### config.mk
export PLATFORM = sky130hd
export DESIGN_NAME = mini_risc_decode_execute
export DESIGN_NICKNAME = d
export VERILOG_FILES = /design/src/mrde_pkg.sv /design/src/mini_risc_decode_execute.sv /design/src/mrde_ram.sv /design/src/mrde_exec.sv
export SDC_FILE = /design/constraint.sdc
export NUM_CORES = 1
export LEC_CHECK = 0
export BUFFER_PORTS_ARGS = -buffer_cell sky130_fd_sc_hd__buf_4
export CAP_MARGIN = 20
export CORE_MARGIN = 2
export CORE_UTILIZATION = 55
export CTS_CLUSTER_DIAMETER = 60
export CTS_CLUSTER_SIZE = 10
export DETAILED_ROUTE_END_ITERATION = 6
export PLACE_DENSITY_LB_ADDON = 0.3
export SLEW_MARGIN = 40
export SYNTH_ARGS = -nofsm -noshare
export SYNTH_HDL_FRONTEND = slang
export SYNTH_SLANG_ARGS = --single-unit
### constraint.sdc
create_clock -name clk -period 3.85 [get_ports clk]
set_input_delay 0.77 -clock clk [delete_from_list [all_inputs] [get_ports clk]]
set_output_delay 0.77 -clock clk [all_outputs]
set_load 0.01 [all_outputs]
### src/mrde_pkg.sv
// Package for the mini RISC decode/execute block.
// Holds opcode and funct codes, the status type and the execute control struct.
// No dependencies.
package mrde_pkg;

  localparam int unsigned NUM_REGS = 8;

  localparam logic [3:0] OP_RTYPE = 4'h0;
  localparam logic [3:0] OP_JUMP  = 4'h2;
  localparam logic [3:0] OP_JAL   = 4'h3;
  localparam logic [3:0] OP_ADDI  = 4'h8;

  localparam logic [2:0] FN_ADD = 3'd0;
  localparam logic [2:0] FN_SUB = 3'd2;
  localparam logic [2:0] FN_AND = 3'd4;
  localparam logic [2:0] FN_OR  = 3'd5;

  typedef enum logic [1:0] {
    ST_OK         = 2'd0,
    ST_BAD_FUNCT  = 2'd1,
    ST_JUMP       = 2'd2,
    ST_BAD_OPCODE = 2'd3
  } status_t;

  typedef struct packed {
    logic       reg_wr;
    logic [2:0] reg_idx;
    logic       mem_wr;
    status_t    status;
  } exec_ctl_t;

endpackage

### src/mini_risc_decode_execute.sv
// Top level of the mini RISC decode/execute block.
// Depends on mrde_pkg, mrde_ram and mrde_exec.
//
// One instruction word is accepted per cycle while results are taken; the register
// file reads rs and rt at acceptance (registered RAM read), the execute stage then
// decodes, runs the ALU and writes back, and the result register holds the item until
// taken. Sustained rate is one item per cycle while results are taken; a stalled result
// holds one more item in the execute stage. A write-back in the cycle an item is read is
// forwarded, and registers never written read as zero through per-entry valid bits.
module mini_risc_decode_execute #(
  parameter int unsigned DATA_WIDTH    = 8,
  parameter int unsigned PROGRAM_DEPTH = 256
) (
  input  logic        clk,
  input  logic        rst_n,
  input  logic        in_valid,
  output logic        in_ready,
  input  logic [15:0] in_instruction_word,
  output logic        out_valid,
  input  logic        out_ready,
  output logic [7:0]  out_pc_now,
  output logic        out_reg_write,
  output logic [2:0]  out_reg_index,
  output logic [7:0]  out_reg_value,
  output logic        out_mem_write,
  output logic [2:0]  out_mem_address,
  output logic [7:0]  out_mem_value,
  output logic [1:0]  out_status
);

  localparam int unsigned PCW = (PROGRAM_DEPTH > 1) ? $clog2(PROGRAM_DEPTH) : 1;
  localparam logic [PCW-1:0] PC_LAST = PCW'(PROGRAM_DEPTH - 1);
  localparam int unsigned NR = mrde_pkg::NUM_REGS;

  logic                  in_fire;
  logic                  advance;

  logic                  s1_valid_r, s1_valid_nxt;
  logic [15:0]           instr_r;
  logic                  fwd_a_r, fwd_b_r;
  logic [DATA_WIDTH-1:0] fwd_d_r;
  logic                  vld_a_r, vld_b_r;
  logic [NR-1:0]         reg_vld_r;

  logic [DATA_WIDTH-1:0] ram_a, ram_b;
  logic [DATA_WIDTH-1:0] op_a, op_b;
  mrde_pkg::exec_ctl_t   ctl;
  logic [DATA_WIDTH-1:0] value;
  logic                  wr_en;

  logic [PCW-1:0]        pc_fol_r, pc_fol_nxt;
  logic [PCW+7:0]        pc_ext;

  logic                  out_valid_r, out_valid_nxt;
  logic [7:0]            pc_now_r;
  logic                  reg_write_r;
  logic [2:0]            reg_index_r;
  logic [7:0]            reg_value_r;
  logic                  mem_write_r;
  logic [2:0]            mem_address_r;
  logic [7:0]            mem_value_r;
  logic [1:0]            status_r;

  assign advance  = s1_valid_r && (!out_valid_r || out_ready);
  assign in_ready = !s1_valid_r || advance;
  assign in_fire  = in_valid && in_ready;
  assign wr_en    = advance && ctl.reg_wr;

  mrde_ram #(.WIDTH(DATA_WIDTH), .DEPTH(NR)) u_rf_a (
    .clk   (clk),
    .we    (wr_en),
    .waddr (ctl.reg_idx),
    .wdata (value),
    .re    (in_fire),
    .raddr (in_instruction_word[11:9]),
    .rdata (ram_a)
  );

  mrde_ram #(.WIDTH(DATA_WIDTH), .DEPTH(NR)) u_rf_b (
    .clk   (clk),
    .we    (wr_en),
    .waddr (ctl.reg_idx),
    .wdata (value),
    .re    (in_fire),
    .raddr (in_instruction_word[8:6]),
    .rdata (ram_b)
  );

  assign op_a = fwd_a_r ? fwd_d_r : (vld_a_r ? ram_a : '0);
  assign op_b = fwd_b_r ? fwd_d_r : (vld_b_r ? ram_b : '0);

  mrde_exec #(.DATA_WIDTH(DATA_WIDTH)) u_exec (
    .instr (instr_r),
    .op_a  (op_a),
    .op_b  (op_b),
    .ctl   (ctl),
    .value (value)
  );

  always_comb begin
    s1_valid_nxt = s1_valid_r;
    if (in_fire) begin
      s1_valid_nxt = 1'b1;
    end else if (advance) begin
      s1_valid_nxt = 1'b0;
    end
    out_valid_nxt = out_valid_r;
    if (advance) begin
      out_valid_nxt = 1'b1;
    end else if (out_ready) begin
      out_valid_nxt = 1'b0;
    end
    pc_fol_nxt = (pc_fol_r == PC_LAST) ? '0 : pc_fol_r + 1'b1;
    pc_ext     = {8'd0, pc_fol_r};
  end

  always_ff @(posedge clk) begin
    if (!rst_n) begin
      s1_valid_r  <= 1'b0;
      out_valid_r <= 1'b0;
      reg_vld_r   <= '0;
      pc_fol_r    <= '0;
    end else begin
      s1_valid_r  <= s1_valid_nxt;
      out_valid_r <= out_valid_nxt;
      if (wr_en) begin
        reg_vld_r[ctl.reg_idx] <= 1'b1;
      end
      if (advance) begin
        pc_fol_r <= pc_fol_nxt;
      end
    end
  end

  always_ff @(posedge clk) begin
    if (in_fire) begin
      instr_r <= in_instruction_word;
      vld_a_r <= reg_vld_r[in_instruction_word[11:9]];
      vld_b_r <= reg_vld_r[in_instruction_word[8:6]];
      fwd_a_r <= wr_en && (ctl.reg_idx == in_instruction_word[11:9]);
      fwd_b_r <= wr_en && (ctl.reg_idx == in_instruction_word[8:6]);
      fwd_d_r <= value;
    end
    if (advance) begin
      pc_now_r      <= pc_ext[7:0];
      reg_write_r   <= ctl.reg_wr;
      reg_index_r   <= ctl.reg_idx;
      reg_value_r   <= value[7:0];
      mem_write_r   <= ctl.mem_wr;
      mem_address_r <= ctl.mem_wr ? ctl.reg_idx : 3'd0;
      mem_value_r   <= ctl.mem_wr ? value[7:0] : 8'd0;
      status_r      <= ctl.status;
    end
  end

  assign out_valid       = out_valid_r;
  assign out_pc_now      = pc_now_r;
  assign out_reg_write   = reg_write_r;
  assign out_reg_index   = reg_index_r;
  assign out_reg_value   = reg_value_r;
  assign out_mem_write   = mem_write_r;
  assign out_mem_address = mem_address_r;
  assign out_mem_value   = mem_value_r;
  assign out_status      = status_r;

endmodule

### src/mrde_ram.sv
// Generic single-write, single-read RAM with registered read data.
// No dependencies.
module mrde_ram #(
  parameter int unsigned WIDTH = 8,
  parameter int unsigned DEPTH = 8
) (
  input  logic                     clk,
  input  logic                     we,
  input  logic [$clog2(DEPTH)-1:0] waddr,
  input  logic [WIDTH-1:0]         wdata,
  input  logic                     re,
  input  logic [$clog2(DEPTH)-1:0] raddr,
  output logic [WIDTH-1:0]         rdata
);

  logic [WIDTH-1:0] mem [DEPTH];
  logic [WIDTH-1:0] rdata_r;

  always_ff @(posedge clk) begin
    if (we) begin
      mem[waddr] <= wdata;
    end
    if (re) begin
      rdata_r <= mem[raddr];
    end
  end

  assign rdata = rdata_r;

endmodule

### src/mrde_exec.sv
// Decode and ALU for one instruction word.
// Depends on mrde_pkg for opcodes, funct codes and the control struct.
module mrde_exec #(
  parameter int unsigned DATA_WIDTH = 8
) (
  input  logic [15:0]            instr,
  input  logic [DATA_WIDTH-1:0]  op_a,
  input  logic [DATA_WIDTH-1:0]  op_b,
  output mrde_pkg::exec_ctl_t    ctl,
  output logic [DATA_WIDTH-1:0]  value
);

  logic [3:0]            opcode;
  logic [2:0]            rt;
  logic [2:0]            rd;
  logic [2:0]            funct;
  logic [DATA_WIDTH-1:0] imm_ext;

  assign opcode  = instr[15:12];
  assign rt      = instr[8:6];
  assign rd      = instr[5:3];
  assign funct   = instr[2:0];
  assign imm_ext = {{(DATA_WIDTH-6){1'b0}}, instr[5:0]};

  always_comb begin
    ctl.reg_wr  = 1'b0;
    ctl.reg_idx = 3'd0;
    ctl.mem_wr  = 1'b0;
    ctl.status  = mrde_pkg::ST_OK;
    value       = '0;
    case (opcode)
      mrde_pkg::OP_RTYPE: begin
        ctl.reg_wr  = 1'b1;
        ctl.reg_idx = rd;
        case (funct)
          mrde_pkg::FN_ADD: value = op_a + op_b;
          mrde_pkg::FN_SUB: value = op_a - op_b;
          mrde_pkg::FN_AND: value = op_a & op_b;
          mrde_pkg::FN_OR:  value = op_a | op_b;
          default: begin
            ctl.reg_wr  = 1'b0;
            ctl.reg_idx = 3'd0;
            ctl.status  = mrde_pkg::ST_BAD_FUNCT;
          end
        endcase
      end
      mrde_pkg::OP_JUMP, mrde_pkg::OP_JAL: begin
        ctl.status = mrde_pkg::ST_JUMP;
      end
      mrde_pkg::OP_ADDI: begin
        ctl.reg_wr  = 1'b1;
        ctl.reg_idx = rt;
        ctl.mem_wr  = 1'b1;
        value       = op_a + imm_ext;
      end
      default: begin
        ctl.status = mrde_pkg::ST_BAD_OPCODE;
      end
    endcase
  end

endmodule

======== Word level (Yosys, flattened, before mapping) ========
Memory sizes are Yosys's and may differ from the RTL's. A register that Yosys moved wholly into a read port is not among the register bits.
Cells that the tools add are included.
operators by class
  $add $sub $neg .......................... 4
  order comparisons ....................... 4
  equal/unequal tests ..................... 9
  mux-type cells .......................... 24
  bitwise logic cells ..................... 3
  reduce and logical (&&, ||, !) cells .... 16
operator list
  kind                                                                  count
  8-bit two-way mux                                                     5
  8-bit one-hot mux with 4 select lines                                 1
  8-bit OR                                                              2
  8-bit one-hot mux with 2 select lines                                 1
  3-bit by 4-bit < comparator with 1-bit output, second input constant  3
  1-bit two-way mux                                                     11
  8-bit by 1-bit adder with 8-bit output, second input constant         1
  8-bit by 6-bit adder with 8-bit output                                1
  8-bit adder                                                           1
  8-bit bitwise AND                                                     1
  4-bit by 2-bit == test with 1-bit output, second input constant       2
  8-bit == test, second input constant                                  1
  4-bit one-hot mux with 2 select lines                                 1
  8-bit subtractor                                                      1
  1-bit binary-select mux with 3-bit select                             2
  3-bit == test                                                         2
  3-bit == test, second input constant                                  2
  1-bit logical AND                                                     6
  2-bit one-hot mux with 3 select lines                                 1
  4-bit == test, second input constant                                  1
  4-bit logical NOT                                                     1
  4-bit two-way mux                                                     1
  2-bit nonzero test                                                    2
  4-bit OR reduction                                                    1
  other kinds (7)                                                       9
storage, ports and cells
  register bits ........................... 80
  memory bits (writable) .................. 128
  bits of input ports ..................... 20
  output and inout bits ................... 36
  logic and storage cells ................. 80
  memories ................................ 2
memory list
  memory      words  width  read ports  clocked after Yosys merged registers in  wr ports  line            text
  u_rf_a.mem  8      8      1           1                                        1         mrde_ram.sv:16  logic [WIDTH-1:0] mem [DEPTH];
  u_rf_b.mem  8      8      1           1                                        1         mrde_ram.sv:16

======== Depth between registers and ports, before layout ========
Gate-level depths: netlist (run 1).
  depth in word-level cells ............... 9
  mapped depth ............................ 13
  mapped depth without buffers ............ 12

======== By module ========
A second synthesis (run 1) with hierarchy kept.
second synthesis, totals
  cells, all modules ...................... 581
  area, all modules ....................... 9773.1 sq um
by module, submodules not included
  module                    instances  cells an instance  area an instance (sq um)  sequential area each (sq um)
  mrde_ram                  2          114                2771.4                    2162.1
  mini_risc_decode_execute  1          202                3125.5                    2222.1
  mrde_exec                 1          151                1104.8                    0.0

======== Least setup slack after synthesis (run 1) ========
No wires, ideal clock.
  path type ............................... input -> register
  from .................................... input out_ready
  to ...................................... memory u_rf_b.mem[0][0], enable pin
  data arrival time ....................... 3.183 ns
  data required time ...................... 3.464 ns
  slack ................................... 0.281 ns
  cell stages on the path ................. 5
  path buffers ............................ 1
  cells stage by stage .................... nor2b_1 > nor2b_1 > clkbuf_1 > nand3_1 > nor3_1
on the way
  word-level cells in the longest chain between the ends .. 5
ends and longest elaborated chain
  what                                     line                            text
  start: declaration                       mini_risc_decode_execute.sv:20  input logic out_ready,
  1-bit logical OR                         mini_risc_decode_execute.sv:64  assign advance = s1_valid_r && (!out_valid_r || out_ready);
  1-bit logical AND                        mini_risc_decode_execute.sv:64
  net advance                              mini_risc_decode_execute.sv:36  logic advance;
  1-bit logical AND                        mini_risc_decode_execute.sv:67  assign wr_en = advance && ctl.reg_wr;
  1-bit two-way mux                        mrde_ram.sv:20                  if (we) begin
  1-bit two-way mux (not written as such)  mrde_ram.sv:21                  mem[waddr] <= wdata;
  end: declaration                         mrde_ram.sv:16
The timed path passes the listed nets, and every way through them passes these cells.

======== Worst setup path after layout (run 1) ========
  from .................................... register fwd_b_r
  to ...................................... register reg_value_r[7], in the netlist out_reg_value[7] (data pin)
on the way
  word-level cells in the longest chain between the ends .. 4
  elaborated cells on any way between the ends .. 7
  classes of those cells .................. add/sub: 2; mux: 3; bitwise: 2
ends and longest elaborated chain
  what                                      line                             text
  start: declaration                        mini_risc_decode_execute.sv:40   logic fwd_a_r, fwd_b_r;
  start signal: assignment                  mini_risc_decode_execute.sv:141  fwd_b_r <= wr_en && (ctl.reg_idx == in_instruction_word[8:6]);
  8-bit two-way mux *                       mini_risc_decode_execute.sv:90   assign op_b = fwd_b_r ? fwd_d_r : (vld_b_r ? ram_b : '0);
  8-bit subtractor (tied with other cells)  mrde_exec.sv:37                  mrde_pkg::FN_SUB: value = op_a - op_b;
  8-bit one-hot mux with 4 select lines *   mrde_exec.sv:35                  case (funct)
  8-bit one-hot mux with 2 select lines *   mrde_exec.sv:31                  case (opcode)
  net u_exec.value[7]                       mrde_exec.sv:10                  output logic [DATA_WIDTH-1:0] value
  end signal: assignment                    mini_risc_decode_execute.sv:148  reg_value_r <= value[7:0];
  end: declaration                          mini_risc_decode_execute.sv:58   logic [7:0] reg_value_r;
Mark *: on every way through the listed nets, which the timed path passes. The rest lies on a longest branch.
A chain may end at the register's enable or synchronous reset.

==> results of run 1 <==
Yosys cell counts (3+ instances only):
cell,n
nand3_1,7
clkbuf_1,11
buf_1,3
a21oi_1,13
nand2_1,27
o21bai_1,4
and3_1,7
a22o_1,8
nor2b_1,8
mux4_2,36
nor3_1,7
nor2_1,19
inv_1,17
mux2i_1,3
edfxtp_1,139
dfxtp_1,18
a21o_1,4
ha_1,13
mux2_2,18
buf_2,5
a22oi_1,11
o22ai_1,3
xnor2_1,13
o21a_1,10
xor2_1,15
o21ai_0,10
maj3_1,7
and2_1,5
power by group through the flow:
stage	clock network (mW)	logic [mW]	registers (mW)
after floorplan	0	0.262	1.96
after global placement	0	0.359	1.96
after detailed placement	0	0.372	1.96
after CTS	1.68	0.374	1.93
after global routing	1.75	0.411	1.93
final	1.66	0.373	1.93
cell type report:
class,count,area [µm²]
flip-flops and latches,157,4530
inverters,17,63.8
clock inverters,15,159
fillers,914,4500
well taps,176,220
clock buffers,17,425
multi-input cells,280,2640
repair buffers,72,538
final timing paths:
path                startpoint               end  slack (ns)  depth (start not counted)
setup / recovery       fwd_b_r  out_reg_value[7]        0.42                         11
hold / removal    reg_vld_r[2]      reg_vld_r[2]        0.48                          1
setup reg to reg       fwd_b_r  out_reg_value[7]        0.42                         11
hold reg to reg   reg_vld_r[2]      reg_vld_r[2]        0.48                          1
metal layers:
metal	vias to the layer above	wire (µm)
met5	-	0
met4	0	317
met3	27	693
met2	135	7540
met1	2226	6420
li1	1990	-
sequential cells by signal (all words and copies together) (netlist names), 2 cells and up:
name             count
u_rf_b.mem          64
instr_r             13
fwd_d_r              8
out_mem_value        8
out_pc_now           8
out_reg_value        8
pc_fol_r             8
reg_vld_r            8
u_rf_a.rdata         8
u_rf_b.rdata         8
out_mem_address      3
out_reg_index        3
out_status           2
logic make-up (layout without fill, tap and decap cells):
| kind of cell | after synthesis | in the layout | share of synthesized area |
|---|---|---|---|
| mux | 57 | 57 | 0.143 |
| xor+xnor | 29 | 29 | 0.0358 |
| simple gates | 93 | 93 | 0.0656 |
| flops | 157 | 157 | 0.621 |
| buf+inv | 37 | 121 | 0.0204 |
| fa+ha+maj | 22 | 22 | 0.0373 |
| compound gates | 79 | 79 | 0.0776 |
repair_timing:
item	in CTS	in global routing
endpoints found under the hold margin	0	0
setup endpoints to repair	0	10
resized for setup	0	1
==> flow_summary.ini, run 1 <==
[status]
outcome = finished, final reports clean

[power_and_ir_drop]
switching_share = 0.232
p_seq_frac = 0.487
finalPower_mw = 3.96
p_int_mw = 3.04
max-vdd-ir-drop_mv = 0.374
power.switching_mw = 0.919
cellLeakagePower_nw = 3.15
clkPwrFrac = 0.419
power.density_nw_per_um2 = 461
p_comb_frac = 0.094

[yosys]
ys_top_cells_by_area = edfxtp_1 57%, mux4_2 11%, dfxtp_1 4.9%
syn-instance-count = 474
synth_edf_count = 139
yosys.area.top_type = edfxtp_1
avgSynthCellArea_um2 = 15.4
synth_area_um2 = 7310
async_flop_share = 0
yosysWarnings = 0
seq_area_frac_synth = 0.621
synth_nets = 509
yosysTopAreaCellShare = 0.571
synthFlopType = edfxtp_1
ys_ff_latch = 157
ys_types = 53

[grt]
grt_pass1_vias = 4513
met1_usage = 0.299
antenna_found_initial = 0
use_met2 = 0.374
grt_pass1_wl_mm = 24.3
grt_max_degree = 42
grt-ovfl-total = 0
top_usage_layer = met2
grt_usage = 0.230
grtUsageMet3 = 0.0575

[flow_run]
maxCapViolCount = 0

[placed_design]
place_inst = 701
dpl_worst_slack_ns = 0.300
place_congestion = 0.886
numPortBuffers = 55
post_dp_cell_area_um2 = 7990
dp_hpwl_mm = 10.2

[sta]
relSlewSlack = 0.454
fin_hold_ws_ns = 0.483
finalSetupViolations = 0
finalClockSkew_ns = 0.00985
period_minus_slack_ns = 3.43
fin_crit_sh = 0.892
tns_ns = 0
rsz0062_at_grt = false
worst_pin_slew_ns = 0.819
hold_viol = 0
report.final.slew_viol_count = 0
worst_slack_ns = 0.417
clock.fmax_ghz = 0.291

[final_layout]
antenna_cells = 0
area_delta_synth_final_pct = 17.5
post-route-util = 0.656
mostFrequentLayoutCells = 139 x edfxtp_1, 71 x buf_4, 36 x mux4_2, 27 x nand2_1, 19 x nor2_1
final_net_count = 580
mostFrequentLayoutCell = edfxtp_1
final_area_um2 = 8580
fin_cells = 734
drive_above_1_share = 0.308

[worst_setup_path]
slowest_delay_ns = 0.56
startpoint_type = flip-flop
critPathMostFrequentCell = xnor2_1
crit_fanout = 11
critPathCaptureType = flip-flop
crit_buf_inv = 0
slowest_stage = edfxtp_1
crit_type = flip-flop to flip-flop
path_delay_family = compound AO/OA/AOI/OAI gates
crit_chain = and2b_4 > a22o_4 > nor4_4 > nor2_1 > xnor2_1 > ha_1 > a21o_1 > a31oi_1 > o21ai_1 > xnor2_1 > a211o_1
required_ns = 3.97
crit_arrival_ns = 3.55

[cts]
cts.sinks = 157
numCtsBuffers = 17
post-cts-setup-buffers = 0
cts_hold_buf = 0
clockBufferDepth = 2
cts_tree = built
htree_levels = 4
cts.clk_slew.worst_paths_ns = 0.06
clkLatencyLatePin_ns = 0.43
cts-root-buf = clkbuf_16

[detailed_routing]
vias = 4378
drt_iter0_markers = 403
ant_nets = 0
routed_wirelength_mm = 15.0
first_pass_iters = 5
drc = 0
routed_via_density = 5.96
route.detailed.wl_per_inst_um = 20.4

[die]
row_count = 42
die_area_um2 = 14200
coreArea_um2 = 13100
chipHeight_um = 119
die_w_um = 119
start_util = 0.558
ios = 56

[min_path]
worstHoldPathType = flip-flop to flip-flop
Note: power is estimated with default switching activity, not from simulation.
==> inputs of run 2 (changes only) <==
--- a/config.mk
+++ b/config.mk
@@ -16,4 +16,5 @@
 export SLEW_MARGIN = 40
 export SYNTH_ARGS = -nofsm -noshare
 export SYNTH_HDL_FRONTEND = slang
+export SYNTH_HIERARCHICAL = 1
 export SYNTH_SLANG_ARGS = --single-unit
==> flow_summary.ini, run 2 <==
[sta]
finalSetupViolations = 0
relSlewSlack = 0.547
clock.fmax_ghz = 0.279
worst_pin_slew_ns = 0.679
finalClockSkew_ns = 0.0247
fin_crit_sh = 0.930
period_minus_slack_ns = 3.58
hold_viol = 0
tns_ns = 0
rsz0062_at_grt = false
report.final.slew_viol_count = 0

[power_and_ir_drop]
power.density_nw_per_um2 = 475
finalPower_mw = 5.37
max-vdd-ir-drop_mv = 0.348
cellLeakagePower_nw = 4.12

[status]
outcome = finished, final reports clean

[worst_setup_path]
r2r-end = u_rf_a/mem[2][5]
crit_buf_inv = 3
startpoint_type = flip-flop
crit_type = flip-flop to flip-flop
crit_arrival_ns = 3.87
r2r-start = fwd_b_r
ff2ff_setup_slack_ns = 0.27
crit_chain = buf_4 > a22o_1 > inv_1 > ha_1 > nor3b_2 > nor2_1 > xnor2_1 > ha_1 > o211ai_1 > a21oi_1 > a211oi_1 > xor2_1 > nor2_1 > a221o_2 > buf_4
critPathCaptureType = flip-flop
r2r_cells = 15
crit_fanout = 11
path_delay_family = compound AO/OA/AOI/OAI gates
required_ns = 4.14
slowest_stage = a221o_2
slowest_delay_ns = 0.42

[placed_design]
place_congestion = 0.888
numPortBuffers = 55
dp_hpwl_mm = 13.7

[detailed_routing]
route.detailed.wl_per_inst_um = 22.9
routed_wirelength_mm = 20.8
drc = 0
vias = 5505
first_pass_iters = 5
ant_nets = 0
routed_via_density = 6.04
drt_iter0_markers = 352

[final_layout]
antenna_cells = 0
mostFrequentLayoutCells = 203 x edfxtp_1, 89 x buf_4, 39 x nor2_1, 34 x mux4_1, 27 x clkbuf_16
drive_above_1_share = 0.235
final_net_count = 710
reg.largest.list = u_rf_a/mem (64), u_rf_b/mem (64), instr_r (13)
mostFrequentLayoutCell = edfxtp_1
area_delta_synth_final_pct = 16.7
post-route-util = 0.656

[cts]
cts.clk_slew.worst_paths_ns = 0.05
numCtsBuffers = 27
cts.sinks = 221
htree_levels = 1
cts_tree = built
clkLatencyLatePin_ns = 0.54
cts-root-buf = clkbuf_16
clockBufferDepth = 3

[yosys]
synth_nets = 617
yosysWarnings = 6
synth_area_um2 = 9680
avgSynthCellArea_um2 = 16.8
syn-instance-count = 578

[grt]
grt_max_degree = 42
grt_pass1_wl_mm = 31.6
grt_usage = 0.231
antenna_found_initial = 0
grt_pass1_vias = 5529
grt-ovfl-total = 0

[min_path]
min_to = instr_r[13]
worstHoldPathCells = 1
min-delay-start = in_instruction_word[13]
worstHoldPathType = input pin to flip-flop

[die]
chipHeight_um = 137
start_util = 0.562
die_area_um2 = 18700
coreArea_um2 = 17200
ios = 56
row_count = 48
die_w_um = 137

[flow_run]
maxCapViolCount = 0
-- run 2: changes by cell type in the layout (fill, tap and decap cells not counted), moves of 10 or more --
cell       before  now
mux4_2         36    2
buf_4          71   89
nand2_1        27   14
a22oi_1        11    1
and2_1          4   16
edfxtp_1      139  203
mux4_1          0   34
nor2_1         19   39
clkbuf_1        0   13
nand2b_1        2   17
clkbuf_16      17   27
-- run 2: routing by layer --
metal | part of all wire | track usage
met1 | 0.42 | 0.317
met2 | 0.49 | 0.376
met3 | 0.060 | 0.0404
met4 | 0.032 | 0.0856
met5 | 0 | 0
-- run 2: worst max path at each step --
| stage | from | to | slack (ns) | cells after the start |
|---|---|---|---|---|
| floorplan | fwd_b_r | fwd_d_r[4] | 0.08 | 14 |
| global placement | fwd_b_r | u_rf_a/mem[1][4] | 0.34 | 13 |
| detailed placement | fwd_b_r | u_rf_a/mem[5][4] | 0.16 | 13 |
| CTS | fwd_b_r | u_rf_b/mem[6][4] | 0.17 | 13 |
| global route | fwd_b_r | u_rf_a/mem[1][5] | 0.02 | 15 |
| finish | fwd_b_r | u_rf_a/mem[2][5] | 0.27 | 15 |
-- run 2: final cells by class --
type                            count  area, µm²
Sequential cell                   221       6460
Fill cell                        1182       5930
Multi-Input combinational cell    320       3060
Clock buffer                       40        724
Timing Repair Buffer               89        668
Tap cell                          225        282
Clock inverter                      4       67.6
Inverter                           12       45.0
-- run 2: stage by stage --
step | setup slack [ns] | hold slack, ns | area [µm²] | instances
floorplan | 0.0827 | 0.422 | 9680 | 578
global placement | 0.338 | 0.460 | 10500 | 867
detailed placement | 0.158 | 0.470 | 10500 | 867
CTS | 0.175 | 0.386 | 11300 | 911
global route | 0.0225 | 0.393 | 11300 | 911
finish | 0.271 | 0.407 | 11300 | 911
-- run 2: worst reg2reg max path: stages (launching register included) --
cell and delay [ns]:
edfxtp_1 0.41, buf_4 0.19, a22o_1 0.26, inv_1 0.10, ha_1 0.17, nor3b_2 0.20
nor2_1 0.08, xnor2_1 0.21, ha_1 0.32, o211ai_1 0.13, a21oi_1 0.10, a211oi_1 0.29
xor2_1 0.19, nor2_1 0.06, a221o_2 0.42, buf_4 0.21
-- run 2: power by group --
part / internal, mW / switching, mW / total [mW]
clock network: 1.36 / 0.902 / 2.27
logic: 0.180 / 0.231 / 0.411
registers: 2.67 / 0.0294 / 2.70
-- run 2: repair_timing --
item                                    in CTS  in global routing
resized for setup                            0                  5
hold buffers                                 0                  0
buffers inserted                             0                  0
endpoints found under the setup margin       0                 31
==> inputs of run 3 (changes only) <==
--- a/config.mk
+++ b/config.mk
@@ -9,6 +9,7 @@
 export CAP_MARGIN = 20
 export CORE_MARGIN = 2
 export CORE_UTILIZATION = 55
+export CTS_BUF_LIST = sky130_fd_sc_hd__clkbuf_2
 export CTS_CLUSTER_DIAMETER = 60
 export CTS_CLUSTER_SIZE = 10
 export DETAILED_ROUTE_END_ITERATION = 6
@@ -16,5 +17,4 @@
 export SLEW_MARGIN = 40
 export SYNTH_ARGS = -nofsm -noshare
 export SYNTH_HDL_FRONTEND = slang
-export SYNTH_HIERARCHICAL = 1
 export SYNTH_SLANG_ARGS = --single-unit
==> flow_summary.ini, run 3 (synthesis results as in run 1) <==
[detailed_routing]
drt_iter0_markers = 362
route.detailed.wl_per_inst_um = 20.1
routed_via_density = 5.91
first_pass_iters = 5
vias = 4342
routed_wirelength_mm = 14.8
ant_nets = 0
drc = 0

[cts]
cts_tree = built
clockBufferDepth = 2
cts.clk_slew.worst_paths_ns = 0.22
cts.sinks = 157
post-cts-setup-buffers = 0
cts-root-buf = clkbuf_2
clkLatencyLatePin_ns = 0.74
numCtsBuffers = 17
cts_resized = 0
cts_hold_buf = 0
htree_levels = 4

[status]
outcome = finished, final reports clean

[power_and_ir_drop]
finalPower_mw = 3.20
power.density_nw_per_um2 = 389
max-vdd-ir-drop_mv = 0.294
cellLeakagePower_nw = 3.01

[worst_setup_path]
critPathCaptureType = flip-flop
crit_type = flip-flop to flip-flop
crit_fanout = 11
required_ns = 4.30
slowest_stage = edfxtp_1
crit_arrival_ns = 3.91
startpoint_type = flip-flop
slowest_delay_ns = 0.61
crit_chain = and2b_4 > a22o_4 > nor4_4 > nor2_1 > xnor2_1 > ha_1 > a21o_1 > a31oi_1 > o21ai_1 > xnor2_1 > a211o_1
critPathMostFrequentCell = xnor2_1

[min_path]
worstHoldPathType = input pin to flip-flop

[final_layout]
reg.largest.list = u_rf_b.mem (64), instr_r (13)
final_net_count = 580
mostFrequentLayoutCells = 139 x edfxtp_1, 71 x buf_4, 36 x mux4_2, 27 x nand2_1, 19 x nor2_1
area_delta_synth_final_pct = 12.8
mostFrequentLayoutCell = edfxtp_1
largest_reg_flops = 64
final_area_um2 = 8250
fin_cells = 735
post-route-util = 0.630
drive_above_1_share = 0.308
regMostFlops = u_rf_b.mem

[sta]
report.final.slew_viol_count = 0
worst_pin_slew_ns = 0.879
tns_ns = 0
finalSetupViolations = 0
worst_slack_ns = 0.392
fin_hold_ws_ns = 0.195
hold_viol = 0
period_minus_slack_ns = 3.46
relSlewSlack = 0.414
clock.fmax_ghz = 0.289
fin_crit_sh = 0.898
finalClockSkew_ns = 0.0403
rsz0062_at_grt = false

[die]
coreArea_um2 = 13100
ios = 56
row_count = 42
start_util = 0.558
die_area_um2 = 14200
die_w_um = 119
chipHeight_um = 119

[grt]
grtUsageMet3 = 0.0503
antenna_found_initial = 1
met1_usage = 0.294
grt_max_degree = 42
grt_usage = 0.225
grt_pass1_wl_mm = 23.9
use_met2 = 0.365
top_usage_layer = met2
grt_pass1_vias = 4501
grt-ovfl-total = 0

[placed_design]
dp_hpwl_mm = 10.2
place_congestion = 0.886
post_dp_cell_area_um2 = 7990
place_inst = 701
numPortBuffers = 55
dpl_worst_slack_ns = 0.300

[flow_run]
maxCapViolCount = 0
[run 3: path summary, 6_finish.rpt]
path,startpoint,cells after the start,to,slack [ns]
min reg2reg,reg_vld_r[2],1,reg_vld_r[2],0.51
max,fwd_b_r,11,out_reg_value[7],0.39
max reg2reg,fwd_b_r,11,out_reg_value[7],0.39
min,in_instruction_word[3],1,instr_r[3],0.19
[run 3: area by class of cell]
| cell class | count | area [µm²] |
|---|---|---|
| fillers | 948 | 4840 |
| flip-flops and latches | 157 | 4530 |
| multi-input cells | 280 | 2640 |
| repair buffers | 72 | 538 |
| well taps | 176 | 220 |
| clock inverters | 15 | 159 |
| clock buffers | 17 | 85.1 |
| inverters | 17 | 63.8 |
| diodes | 1 | 2.50 |
[run 3: routing by layer]
layer / up-vias / wire length (µm)
met5: - / 0
met4: 0 / 362
met3: 23 / 708
met1: 2194 / 6260
met2: 135 / 7440
li1: 1990 / -
[run 3: report_power, final]
part	internal (mW)	total, mW	switching, mW	leakage, nW
Clock	0.310	0.907	0.597	0.153
Sequential	1.90	1.92	0.0269	1.46
Combinational	0.174	0.373	0.198	1.40
Total	2.38	3.20	0.822	3.01
[run 3: worst max-delay path, delay by kind of cell (launching register included)]
| family | cells | cell delay [ns] |
|---|---|---|
| AOI/OAI and AO/OA | 5 | 1.26 |
| adders and majority gates | 1 | 0.33 |
| DFF | 1 | 0.61 |
| xor gates and xnor gates | 2 | 0.27 |
| and+or+nand+nor | 3 | 0.69 |
